### config.mk
export PLATFORM = sky130hd
export DESIGN_NAME = scan_packet_deframer
export DESIGN_NICKNAME = d
export VERILOG_FILES = /design/src/hw/rtl/spd_pkg.sv /design/src/hw/rtl/scan_packet_deframer.sv /design/src/hw/rtl/spd_sample_bank.sv
export SDC_FILE = /design/constraint.sdc
export NUM_CORES = 1
export LEC_CHECK = 0
export BUFFER_PORTS_ARGS = -buffer_cell sky130_fd_sc_hd__buf_2
export CORE_MARGIN = 2
export CORE_UTILIZATION = 61
export DETAILED_ROUTE_END_ITERATION = 12
export PLACE_DENSITY = 0.86
export SLEW_MARGIN = 5
export SYNTH_ARGS = -nofsm -noshare
export SYNTH_HDL_FRONTEND = slang
export SYNTH_SLANG_ARGS = --single-unit
export TNS_END_PERCENT = 50
### constraint.sdc
create_clock -name clk -period 7.7 [get_ports clk]
set_input_delay 0 -clock clk [delete_from_list [all_inputs] [get_ports clk]]
set_output_delay 0 -clock clk [all_outputs]
set_load 0.05 [all_outputs]
### src/hw/rtl/spd_pkg.sv
// Shared types and constants of the scan packet deframer.
package spd_pkg;

  localparam int CHANNELS_DEF    = 22;
  localparam int SCENE_SLOTS_DEF = 96;
  localparam int CAL_SLOTS_DEF   = 4;

  localparam int OFFSET_W = 7;
  localparam int SLOT_W   = 8;

  localparam logic [OFFSET_W-1:0] MIN_PACKET_LEN = 7'd56;
  localparam logic [OFFSET_W-1:0] ANGLE_HI_OFF   = 7'd8;
  localparam logic [OFFSET_W-1:0] ANGLE_LO_OFF   = 7'd9;
  localparam logic [OFFSET_W-1:0] SYNC_OFF       = 7'd10;
  localparam logic [OFFSET_W-1:0] SAMPLE_OFF     = 7'd12;
  localparam logic [OFFSET_W-1:0] OFFSET_MAX     = 7'd127;
  localparam int                  SYNC_BIT       = 7;
  localparam logic [SLOT_W-1:0]   SLOT_NONE      = 8'hFF;

  typedef enum logic [1:0] {
    REGION_SCENE = 2'd0,
    REGION_COLD  = 2'd1,
    REGION_WARM  = 2'd2
  } region_t;

  typedef struct packed {
    logic [7:0] payload_byte;
    logic       end_of_packet;
  } in_item_t;

  typedef struct packed {
    region_t            region;
    logic [6:0]         position;
    logic [15:0]        line_number;
    logic [4:0]         channel;
    logic [15:0]        counts;
    logic signed [15:0] scan_angle;
    logic               last;
  } out_item_t;

endpackage

### src/hw/rtl/scan_packet_deframer.sv
// Top level of the scan packet deframer: byte parser, slot tracking and burst drain.
//
// The block takes one payload byte per transfer, one per cycle while no burst is
// being drained. Packets shorter than 56 bytes are dropped. A good packet whose
// sync bit (byte 10 bit 7) is set starts a new scan line; each good packet then
// lands on the current scan slot (scene, cold or warm calibration) and, while that
// slot is in range, emits CHANNELS count transfers, after which the slot advances
// and saturates past the last calibration slot. Sample bytes are written into two
// byte banks as they arrive; a burst is read back one channel per cycle, while the
// output does not stall, through the bank's single registered read port, so after
// the final byte of an emitting packet the input stalls until every count of the
// burst has left the output register. Non-emitting packets do not stall the input.
// No clearing pass is run at reset; the banks hold whatever the last packet wrote.
module scan_packet_deframer #(
  parameter int CHANNELS    = spd_pkg::CHANNELS_DEF,
  parameter int SCENE_SLOTS = spd_pkg::SCENE_SLOTS_DEF,
  parameter int CAL_SLOTS   = spd_pkg::CAL_SLOTS_DEF
) (
  input  logic               clk,
  input  logic               rst_n,
  input  logic               in_valid,
  output logic               in_stall,
  input  spd_pkg::in_item_t  in_data,
  output logic               out_valid,
  input  logic               out_stall,
  output spd_pkg::out_item_t out_data
);

  localparam int AW = (CHANNELS > 1) ? $clog2(CHANNELS) : 1;
  localparam int TOTAL_SLOTS = SCENE_SLOTS + 2 * CAL_SLOTS;

  // Parser state
  logic [spd_pkg::OFFSET_W-1:0] byte_offset_r, byte_offset_nxt;
  logic                         sync_seen_r, sync_seen_nxt;
  logic [15:0]                  held_angle_r, held_angle_nxt;
  logic [spd_pkg::SLOT_W-1:0]   scan_slot_r, scan_slot_nxt;
  logic [15:0]                  line_count_r, line_count_nxt;

  // Burst context, captured at the final byte of every good packet
  spd_pkg::region_t ctx_region_r, ctx_region_nxt;
  logic [6:0]       ctx_pos_r, ctx_pos_nxt;

  // Drain pipeline: read issue, bank read stage, output register
  logic            drain_act_r, drain_act_nxt;
  logic [AW-1:0]   rd_ch_r, rd_ch_nxt;
  logic            s1_valid_r;
  logic [AW-1:0]   s1_ch_r;
  logic            out_valid_r;
  spd_pkg::out_item_t out_r;

  logic                         in_xfer;
  logic                         busy;
  logic                         good_eop;
  logic                         emit;
  logic [spd_pkg::SLOT_W-1:0]   slot;
  logic [spd_pkg::OFFSET_W-1:0] rel;
  logic                         wr_en;
  logic [AW-1:0]                wr_addr;
  logic                         out_free;
  logic                         issue;
  logic [15:0]                  rd_data;

  // Stall input for the whole burst so the banks and the angle stay put.
  assign busy     = drain_act_r || s1_valid_r || out_valid_r;
  assign in_stall = busy;
  assign in_xfer  = in_valid && !in_stall;

  // Sample area address: byte 12 onward, high byte first per channel.
  assign rel     = byte_offset_r - spd_pkg::SAMPLE_OFF;
  assign wr_en   = in_xfer && (byte_offset_r >= spd_pkg::SAMPLE_OFF)
                   && (rel < spd_pkg::OFFSET_W'(2 * CHANNELS));
  assign wr_addr = AW'(rel >> 1);

  assign good_eop = in_xfer && in_data.end_of_packet
                    && (byte_offset_r >= spd_pkg::MIN_PACKET_LEN - 7'd1);

  // Sync resets the slot; a good packet then uses this slot.
  assign slot = sync_seen_r ? '0 : scan_slot_r;
  assign emit = (slot != spd_pkg::SLOT_NONE)
                && (slot < spd_pkg::SLOT_W'(TOTAL_SLOTS));

  always_comb begin
    byte_offset_nxt = byte_offset_r;
    sync_seen_nxt   = sync_seen_r;
    held_angle_nxt  = held_angle_r;
    scan_slot_nxt   = scan_slot_r;
    line_count_nxt  = line_count_r;
    ctx_region_nxt  = ctx_region_r;
    ctx_pos_nxt     = ctx_pos_r;

    if (in_xfer) begin
      // Latch header fields by offset.
      if (byte_offset_r == spd_pkg::ANGLE_HI_OFF) begin
        held_angle_nxt[15:8] = in_data.payload_byte;
      end
      if (byte_offset_r == spd_pkg::ANGLE_LO_OFF) begin
        held_angle_nxt[7:0] = in_data.payload_byte;
      end
      if (byte_offset_r == spd_pkg::SYNC_OFF) begin
        sync_seen_nxt = in_data.payload_byte[spd_pkg::SYNC_BIT];
      end
      if (in_data.end_of_packet) begin
        byte_offset_nxt = '0;
      end else if (byte_offset_r != spd_pkg::OFFSET_MAX) begin
        byte_offset_nxt = byte_offset_r + 7'd1;
      end
    end

    if (good_eop) begin
      line_count_nxt = line_count_r + {15'd0, sync_seen_r};
      if (slot == spd_pkg::SLOT_NONE) begin
        scan_slot_nxt = '0;
      end else if (emit) begin
        scan_slot_nxt = slot + 8'd1;
      end else begin
        scan_slot_nxt = slot;
      end
      priority if (slot < spd_pkg::SLOT_W'(SCENE_SLOTS)) begin
        ctx_region_nxt = spd_pkg::REGION_SCENE;
        ctx_pos_nxt    = 7'(SCENE_SLOTS - 1) - slot[6:0];
      end else if (slot < spd_pkg::SLOT_W'(SCENE_SLOTS + CAL_SLOTS)) begin
        ctx_region_nxt = spd_pkg::REGION_COLD;
        ctx_pos_nxt    = 7'(slot - spd_pkg::SLOT_W'(SCENE_SLOTS));
      end else begin
        ctx_region_nxt = spd_pkg::REGION_WARM;
        ctx_pos_nxt    = 7'(slot - spd_pkg::SLOT_W'(SCENE_SLOTS + CAL_SLOTS));
      end
    end
  end

  // Drain: issue a bank read whenever the read stage will be free.
  assign out_free = !out_valid_r || !out_stall;
  assign issue    = drain_act_r && (!s1_valid_r || out_free);

  always_comb begin
    drain_act_nxt = drain_act_r;
    rd_ch_nxt     = rd_ch_r;
    if (good_eop && emit) begin
      drain_act_nxt = 1'b1;
      rd_ch_nxt     = '0;
    end else if (issue) begin
      if (rd_ch_r == AW'(CHANNELS - 1)) begin
        drain_act_nxt = 1'b0;
      end else begin
        rd_ch_nxt = rd_ch_r + AW'(1);
      end
    end
  end

  spd_sample_bank #(
    .CHANNELS(CHANNELS)
  ) u_bank (
    .clk    (clk),
    .wr_en  (wr_en),
    .wr_lo  (rel[0]),
    .wr_addr(wr_addr),
    .wr_data(in_data.payload_byte),
    .rd_en  (issue),
    .rd_addr(rd_ch_r),
    .rd_data(rd_data)
  );

  always_ff @(posedge clk) begin
    if (!rst_n) begin
      byte_offset_r <= '0;
      sync_seen_r   <= 1'b0;
      held_angle_r  <= '0;
      scan_slot_r   <= spd_pkg::SLOT_NONE;
      line_count_r  <= '0;
      drain_act_r   <= 1'b0;
      rd_ch_r       <= '0;
      s1_valid_r    <= 1'b0;
      out_valid_r   <= 1'b0;
    end else begin
      byte_offset_r <= byte_offset_nxt;
      sync_seen_r   <= sync_seen_nxt;
      held_angle_r  <= held_angle_nxt;
      scan_slot_r   <= scan_slot_nxt;
      line_count_r  <= line_count_nxt;
      drain_act_r   <= drain_act_nxt;
      rd_ch_r       <= rd_ch_nxt;
      // Advance the read stage; drop it once the output takes it.
      if (issue) begin
        s1_valid_r <= 1'b1;
      end else if (out_free) begin
        s1_valid_r <= 1'b0;
      end
      if (out_free) begin
        out_valid_r <= s1_valid_r;
      end
    end
  end

  // Payload registers: context and read stage metadata.
  always_ff @(posedge clk) begin
    ctx_region_r <= ctx_region_nxt;
    ctx_pos_r    <= ctx_pos_nxt;
    if (issue) begin
      s1_ch_r <= rd_ch_r;
    end
    // Line count and angle hold during the burst, since input is stalled.
    if (out_free && s1_valid_r) begin
      out_r.region      <= ctx_region_r;
      out_r.position    <= ctx_pos_r;
      out_r.line_number <= line_count_r;
      out_r.channel     <= 5'(s1_ch_r);
      out_r.counts      <= rd_data;
      out_r.scan_angle  <= $signed(held_angle_r);
      out_r.last        <= (s1_ch_r == AW'(CHANNELS - 1));
    end
  end

  assign out_valid = out_valid_r;
  assign out_data  = out_r;

  // No byte is taken while a count still waits at the output.
  a_no_input_during_burst: assert property (@(posedge clk) disable iff (!rst_n)
    in_valid && !in_stall |-> !out_valid_r)
    else $error("input transfer while a result is pending");

  // The last count of a burst leaves nothing behind in the drain.
  a_last_empties_drain: assert property (@(posedge clk) disable iff (!rst_n)
    out_valid_r && !out_stall && out_r.last |=> !drain_act_r && !s1_valid_r)
    else $error("drain still active after last transfer");

  // Channels of a burst come out in order.
  a_channel_order: assert property (@(posedge clk) disable iff (!rst_n)
    out_valid_r && $past(out_valid_r) && !$past(out_stall) && !$past(out_r.last)
    |-> out_r.channel == $past(out_r.channel) + 5'd1)
    else $error("channel sequence broken");

  // The slot saturates just past the last calibration slot.
  a_slot_range: assert property (@(posedge clk) disable iff (!rst_n)
    scan_slot_r <= spd_pkg::SLOT_W'(TOTAL_SLOTS) || scan_slot_r == spd_pkg::SLOT_NONE)
    else $error("scan slot out of range");

endmodule

### src/hw/rtl/spd_sample_bank.sv
// Sample byte store: high and low byte banks, one entry per channel.
module spd_sample_bank #(
  parameter int CHANNELS = spd_pkg::CHANNELS_DEF,
  localparam int AW = (CHANNELS > 1) ? $clog2(CHANNELS) : 1
) (
  input  logic          clk,
  input  logic          wr_en,
  input  logic          wr_lo,
  input  logic [AW-1:0] wr_addr,
  input  logic [7:0]    wr_data,
  input  logic          rd_en,
  input  logic [AW-1:0] rd_addr,
  output logic [15:0]   rd_data
);

  logic [7:0] hi_mem [0:CHANNELS-1];
  logic [7:0] lo_mem [0:CHANNELS-1];

  always_ff @(posedge clk) begin
    if (wr_en && !wr_lo) begin
      hi_mem[wr_addr] <= wr_data;
    end
    if (wr_en && wr_lo) begin
      lo_mem[wr_addr] <= wr_data;
    end
  end

  // Hold read data unless a new read is issued.
  always_ff @(posedge clk) begin
    if (rd_en) begin
      rd_data <= {hi_mem[rd_addr], lo_mem[rd_addr]};
    end
  end

endmodule
Yosys cells after proc, flatten, opt, wreduce, memory -nomap -nowiden
Memory sizes are Yosys's and may differ from the RTL's. A register that Yosys moved wholly into a read port is not among the register bits.
Cells that the tools add are included.
{ "totals": {"reg_bits": 133, "ram_bits": 352, "inputBits": 13, "output_inout_bits": 65, "n_memories": 2, "wordCells": 94} }
{ "op_classes": {"n_bitwise": 2, "n_lt_le_gt_ge": 6, "muxes": 17, "add_sub_neg": 8, "eq_ne": 8, "n_reduce_logical": 31} }
{ "mem_list": {"columns": ["memory", "words", "word_bits", "read_ports", "rd_clocked_by_memory_dff", "write_ports", "line", "rtl"], "rows": [
  ["u_bank.hi_mem", 22, 8, 1, 1, 1, "spd_sample_bank.sv:16", "logic [7:0] hi_mem [0:CHANNELS-1];"],
  ["u_bank.lo_mem", 22, 8, 1, 1, 1, "spd_sample_bank.sv:17", "logic [7:0] lo_mem [0:CHANNELS-1];"]
]} }
{ "ops": {"columns": ["op", "n"], "rows": [
  ["$mux 7", 4],
  ["$lt 8x7->1 const B", 3],
  ["$mux 8", 3],
  ["$eq 7x4->1 const B", 3],
  ["$add 16x1->16", 1],
  ["$sub 7x7->7 const B", 2],
  ["$reduce_and 2->1", 6],
  ["$logic_and 1x1->1", 11],
  ["$eq 5x5->1 const B", 2],
  ["$mux 1", 9],
  ["$add 8x1->8 const B", 1],
  ["$eq 8x8->1 const B", 1],
  ["$ne 8x8->1 const B", 1],
  ["$reduce_bool 2->1", 4],
  ["$add 7x1->7 const B", 1],
  ["$ge 7x4->1 const B", 1],
  ["$ge 7x6->1 const B", 1],
  ["$lt 7x6->1 const B", 1],
  ["$ne 7x7->1 const B", 1],
  ["$sub 7x4->7 const B", 1],
  ["$sub 7x7->7 const A", 1],
  ["$add 5x1->5 const B", 1],
  ["$logic_not 1->1", 5],
  ["$logic_or 1x1->1", 4],
  ["3 further kinds", 4]
]} }

Logic depth before layout (Yosys ltp)
{ "logic_depth": {"ltp_word": 9, "depth_mapped": 9, "ltp_nobuf": 7} }

By module
A second synthesis with hierarchy kept.
{ "unflattened": {"cells_unflattened": 1197, "area_unflattened_um2": 19900.3} }
{ "modules_own_cells": {"columns": ["module", "cells_each", "area_per_inst_um2", "n_inst", "seq_area_each_um2"], "rows": [
  ["spd_sample_bank", 733, 14420.1, 1, 11050.6],
  ["scan_packet_deframer", 464, 5480.3, 1, 3433.3]
]} }

Least setup slack after synthesis
No wires, ideal clock.
{ "synth_timing": {"path_kind": "register to register", "startpoint": "register out_valid_r (netlist: out_valid)", "endpoint": "register out_r, in the netlist out_data[0], enable pin", "setup_ps": 580, "t_required_ps": 7120, "path_stages_with_launch": 2, "n_path_buf": 0, "arrival_ps": 5175, "period_less_slack_ps": 5754, "slack_ps": 1946, "path_cell_list": "dfxtp_1 -> a21boi_0"} }
{ "synth_between": {"elab_chain_len": 3} }
{ "synth_rtl": {"columns": ["item", "line", "rtl"], "rows": [
  ["start: declaration", "scan_packet_deframer.sv:48", "logic out_valid_r;"],
  ["start signal: assignment", "scan_packet_deframer.sv:189", "out_valid_r <= s1_valid_r;"],
  ["$logic_not 1->1", "scan_packet_deframer.sv:132", "assign out_free = !out_valid_r || !out_stall;"],
  ["$logic_or 1x1->1", "scan_packet_deframer.sv:132", null],
  ["$logic_and 1x1->1", "scan_packet_deframer.sv:202", "if (out_free && s1_valid_r) begin"],
  ["end: declaration", "scan_packet_deframer.sv:49", "spd_pkg::out_item_t out_r;"]
]} }
No other way between the ends.
A chain may end at the register's enable or synchronous reset.

==> results.py <==
metrics = {
    "run_status": {
        "outcome": "finished clean",
    },
    "floorplan": {
        "rows": 66,
        "die_x_um": 184,
        "coreArea_sq_um": 32300,
        "die_y_um": 184,
        "start_util": 0.614,
        "ioPinCount": 78,
        "die_area_sq_um": 34000,
    },
    "clock_tree": {
        "cts_tree": "built",
        "clock-sinks": 501,
        "cts-root-buf": "clkbuf_16",
        "cts_max_path_buffers": 3,
        "clkTransAtPathRegs_ns": 0.07,
        "htree_levels": 2,
        "cts_made_buffers": 46,
        "insertion_delay_ns": 0.56,
    },
    "routing": {
        "final_antenna_net_count": 0,
        "drcViolationCount": 0,
        "vias": 11603,
        "viasPerCell": 6.38,
        "wire_per_inst_um": 23.3,
        "drt_first_pass_iters": 6,
        "wl_um": 42400,
        "first_iter_violations": 1265,
    },
    "global_route": {
        "grt_pass1_vias": 11391,
        "antenna_found_initial": 0,
        "grt_pass1_wl_um": 65000,
        "grt_use_total": 0.252,
        "grt_max_degree": 74,
        "grt_overflow": 0,
    },
    "worst_setup_path": {
        "crit_arrival_ns": 3.80,
        "r2r_slack_ns": 4.19,
        "cp_max_fo": 73,
        "worstPathRequired_ns": 7.99,
        "crit_type": "reg -> reg",
        "cp-start-kind": "register",
        "endpoint_kind": "register",
    },
    "hold_path": {
        "min_path_type": "in -> reg",
    },
    "synth": {
        "syn_avg_cell_area_sq_um": 15.7,
        "syn_area_sq_um": 19800,
        "synthAdderAreaFrac": 0.00946,
        "synth_edf_count": 445,
        "synth_top_area_share": 0.674,
        "muxShareOfSynthArea": 0.0903,
        "ys_types": 55,
        "synth_async_sr_flop_share": 0,
        "syn_nets": 1288,
        "synth-seq-cells": 501,
        "yosysWarnings": 0,
        "synth_top_family_by_area": "multiplexers",
        "synth-xor-area-share": 0.00618,
        "yosys.area_share.simple": 0.0878,
        "yosys.area.top_type": "edfxtp_1",
        "synth_compound_area_frac": 0.0580,
        "ys_seq_area_frac": 0.730,
        "synthFlopType": "edfxtp_1",
        "synthCells": 1260,
        "yosys-top-cells-area": "edfxtp_1 67%, dfxtp_1 5.7%, mux2i_1 5.0%, mux4_2 3.9%, nor2_1 2.1%",
    },
    "sta": {
        "tns_ns": 0,
        "post-route-period-util": 0.455,
        "rsz0062_at_grt": "false",
        "drv_slew": 0,
        "fmax_ghz": 0.285,
        "hold_violations": 0,
        "max_slew_margin": 0.218,
        "worst_pin_slew_ns": 1.17,
        "setup_viol": 0,
        "fin_crit_ns": 3.51,
        "skew_ns": 0.0223,
        "holdWs_ns": 0.144,
    },
    "placement": {
        "port_buffers": 77,
        "dp.cells": 1734,
        "hpwl_um": 25300,
        "gp_congestion": 0.842,
    },
    "cells_and_area": {
        "final_layout_size_suffix_gt1_frac": 0.155,
        "syn_to_final_growth_pct": 12.1,
        "fillers": 1919,
        "final_nets": 1372,
        "antennaDiodeCount": 0,
        "fin_cells": 1820,
    },
    "flow_run": {
        "drv_cap": 0,
    },
    "power_and_ir_drop": {
        "ir_worst_vdd_mv": 0.143,
        "leakagePower_uw": 0.00720,
        "power_per_cell_area_nw_per_um2": 237,
        "power.total_uw": 5260,
    },
}
## layout make-up
cell class	instances	area [sq um]	area share
sequential	501	14500	0.652
multi-input combinational	670	5000	0.225
clock buffer	63	1320	0.0592
timing repair buffer	106	613	0.0276
tap	442	553	0.0249
clock inverter	19	189	0.00850
inverter	19	71.3	0.00321
## report_power, final
part	internal, uW	leakage (uW)	switching, uW
Combinational	6.81	0.00200	43.7
Sequential	2950	0.00447	1.19
Clock	1320	0.000735	940
## cells by family after synthesis
kind of cell,count (synthesis)
and+or+nand+nor,333
muxes,136
adders and majority gates,15
buffers and inverters,89
xor gates and xnor gates,14
AOI/OAI and AO/OA,172
DFF,501
## synthesized netlist by cell type (all sizes together) (3+ instances only)
library cell / count
dfxtp: 56
a211o: 3
ha: 15
and2: 6
clkbuf: 49
nand2b: 11
nand2: 48
buf: 21
a31oi: 5
and4: 3
nor4: 37
or4: 26
nor3b: 3
and3: 8
o221ai: 5
nor3: 3
a211oi: 34
inv: 17
a21oi: 37
o31ai: 12
mux4: 34
xnor2: 7
o21ai: 28
nand3: 14
nand4: 9
xor2: 7
o2111ai: 3
nor2: 113
nor2b: 37
a21o: 4
nand3b: 3
or3: 5
mux2i: 99
mux2: 3
a2bb2oi: 15
edfxtp: 445
o22ai: 15
## per-layer routing
metal  wire (um)  GRT usage
met3        3850     0.0476
met1       16500      0.342
met4        1350     0.0826
met2       20700      0.416
met5           0          0
## cells in the final DEF (no fill, tap or decap), drive strengths merged, types with 4 or more instances in the layout
cell type    Yosys  routed
or4             26      26
clkbuf          49      63
a21oi           37      37
bufinv           0       4
xor2             7       7
inv             17      18
nand2           48      48
mux4            34      34
a31oi            5       5
mux2i           99      99
a2bb2oi         15      15
and3             8       8
dfxtp           56      56
o22ai           15      15
a211oi          34      34
ha              15      15
nor2           113     113
o31ai           12      12
nand2b          11      11
or3              5       5
xnor2            7       7
and2             6       6
o221ai           5       5
nor2b           37      37
edfxtp         445     445
nand4            9       9
buf             21     102
o21ai           28      28
nand3           14      14
a21o             4       4
dlygate4sd3      0       4
clkinv           2      15
nor4            37      37
## stage by stage
| stage | setup slack, ns | area, sq um | util |
|---|---|---|---|
| final | 4.19 | 22200 | 0.689 |
| after global routing | 4.10 | 22200 | 0.689 |
| after CTS | 4.26 | 22200 | 0.689 |
| after detailed placement | 4.34 | 20700 | 0.641 |
| after global placement | 4.38 | 20700 | 0.641 |
| after floorplan | 1.95 | 19800 | - |
## path summary, 6_finish.rpt
check / startpoint / endpoint / cells past startpoint
min: in_data[6] / u_bank.hi_mem[6][5]$_DFFE_PP_ / 1
min reg2reg: ctx_pos_r[6]$_DFFE_PP_ / out_data[60]$_DFFE_PP_ / 0
max reg2reg: rd_ch_r[1]$_SDFFE_PP0P_ / u_bank.rd_data[1]$_DFFE_PP_ / 5
max: rd_ch_r[1]$_SDFFE_PP0P_ / u_bank.rd_data[1]$_DFFE_PP_ / 5
## state kept, by name (all words and copies together) (netlist names)
name,flops
rd_ch_r,5
u_bank.rd_data,16
out_data,63
ctx_pos_r,7
sync_seen_r,1
s1_valid_r,1
s1_ch_r,5
byte_offset_r,7
scan_slot_r,8
u_bank.lo_mem,176
u_bank.hi_mem,176
line_count_r,16
out_valid,1
drain_act_r,1
held_angle_r,16
ctx_region_r,2
## critical path, stage by stage (launching register included)
cell	delay, ns
dfxtp_4	0.88
buf_4	0.91
or3b_2	0.50
o22ai_1	0.15
or4_1	0.57
a2bb2oi_1	0.16
## repair_timing
item                      in CTS  in global routing
resized for setup              0                  0
buffers inserted               0                  0
hold buffers                   4                  0
hold endpoints to repair      29                  0
No activity file was read; power rests on OpenSTA's default activity.
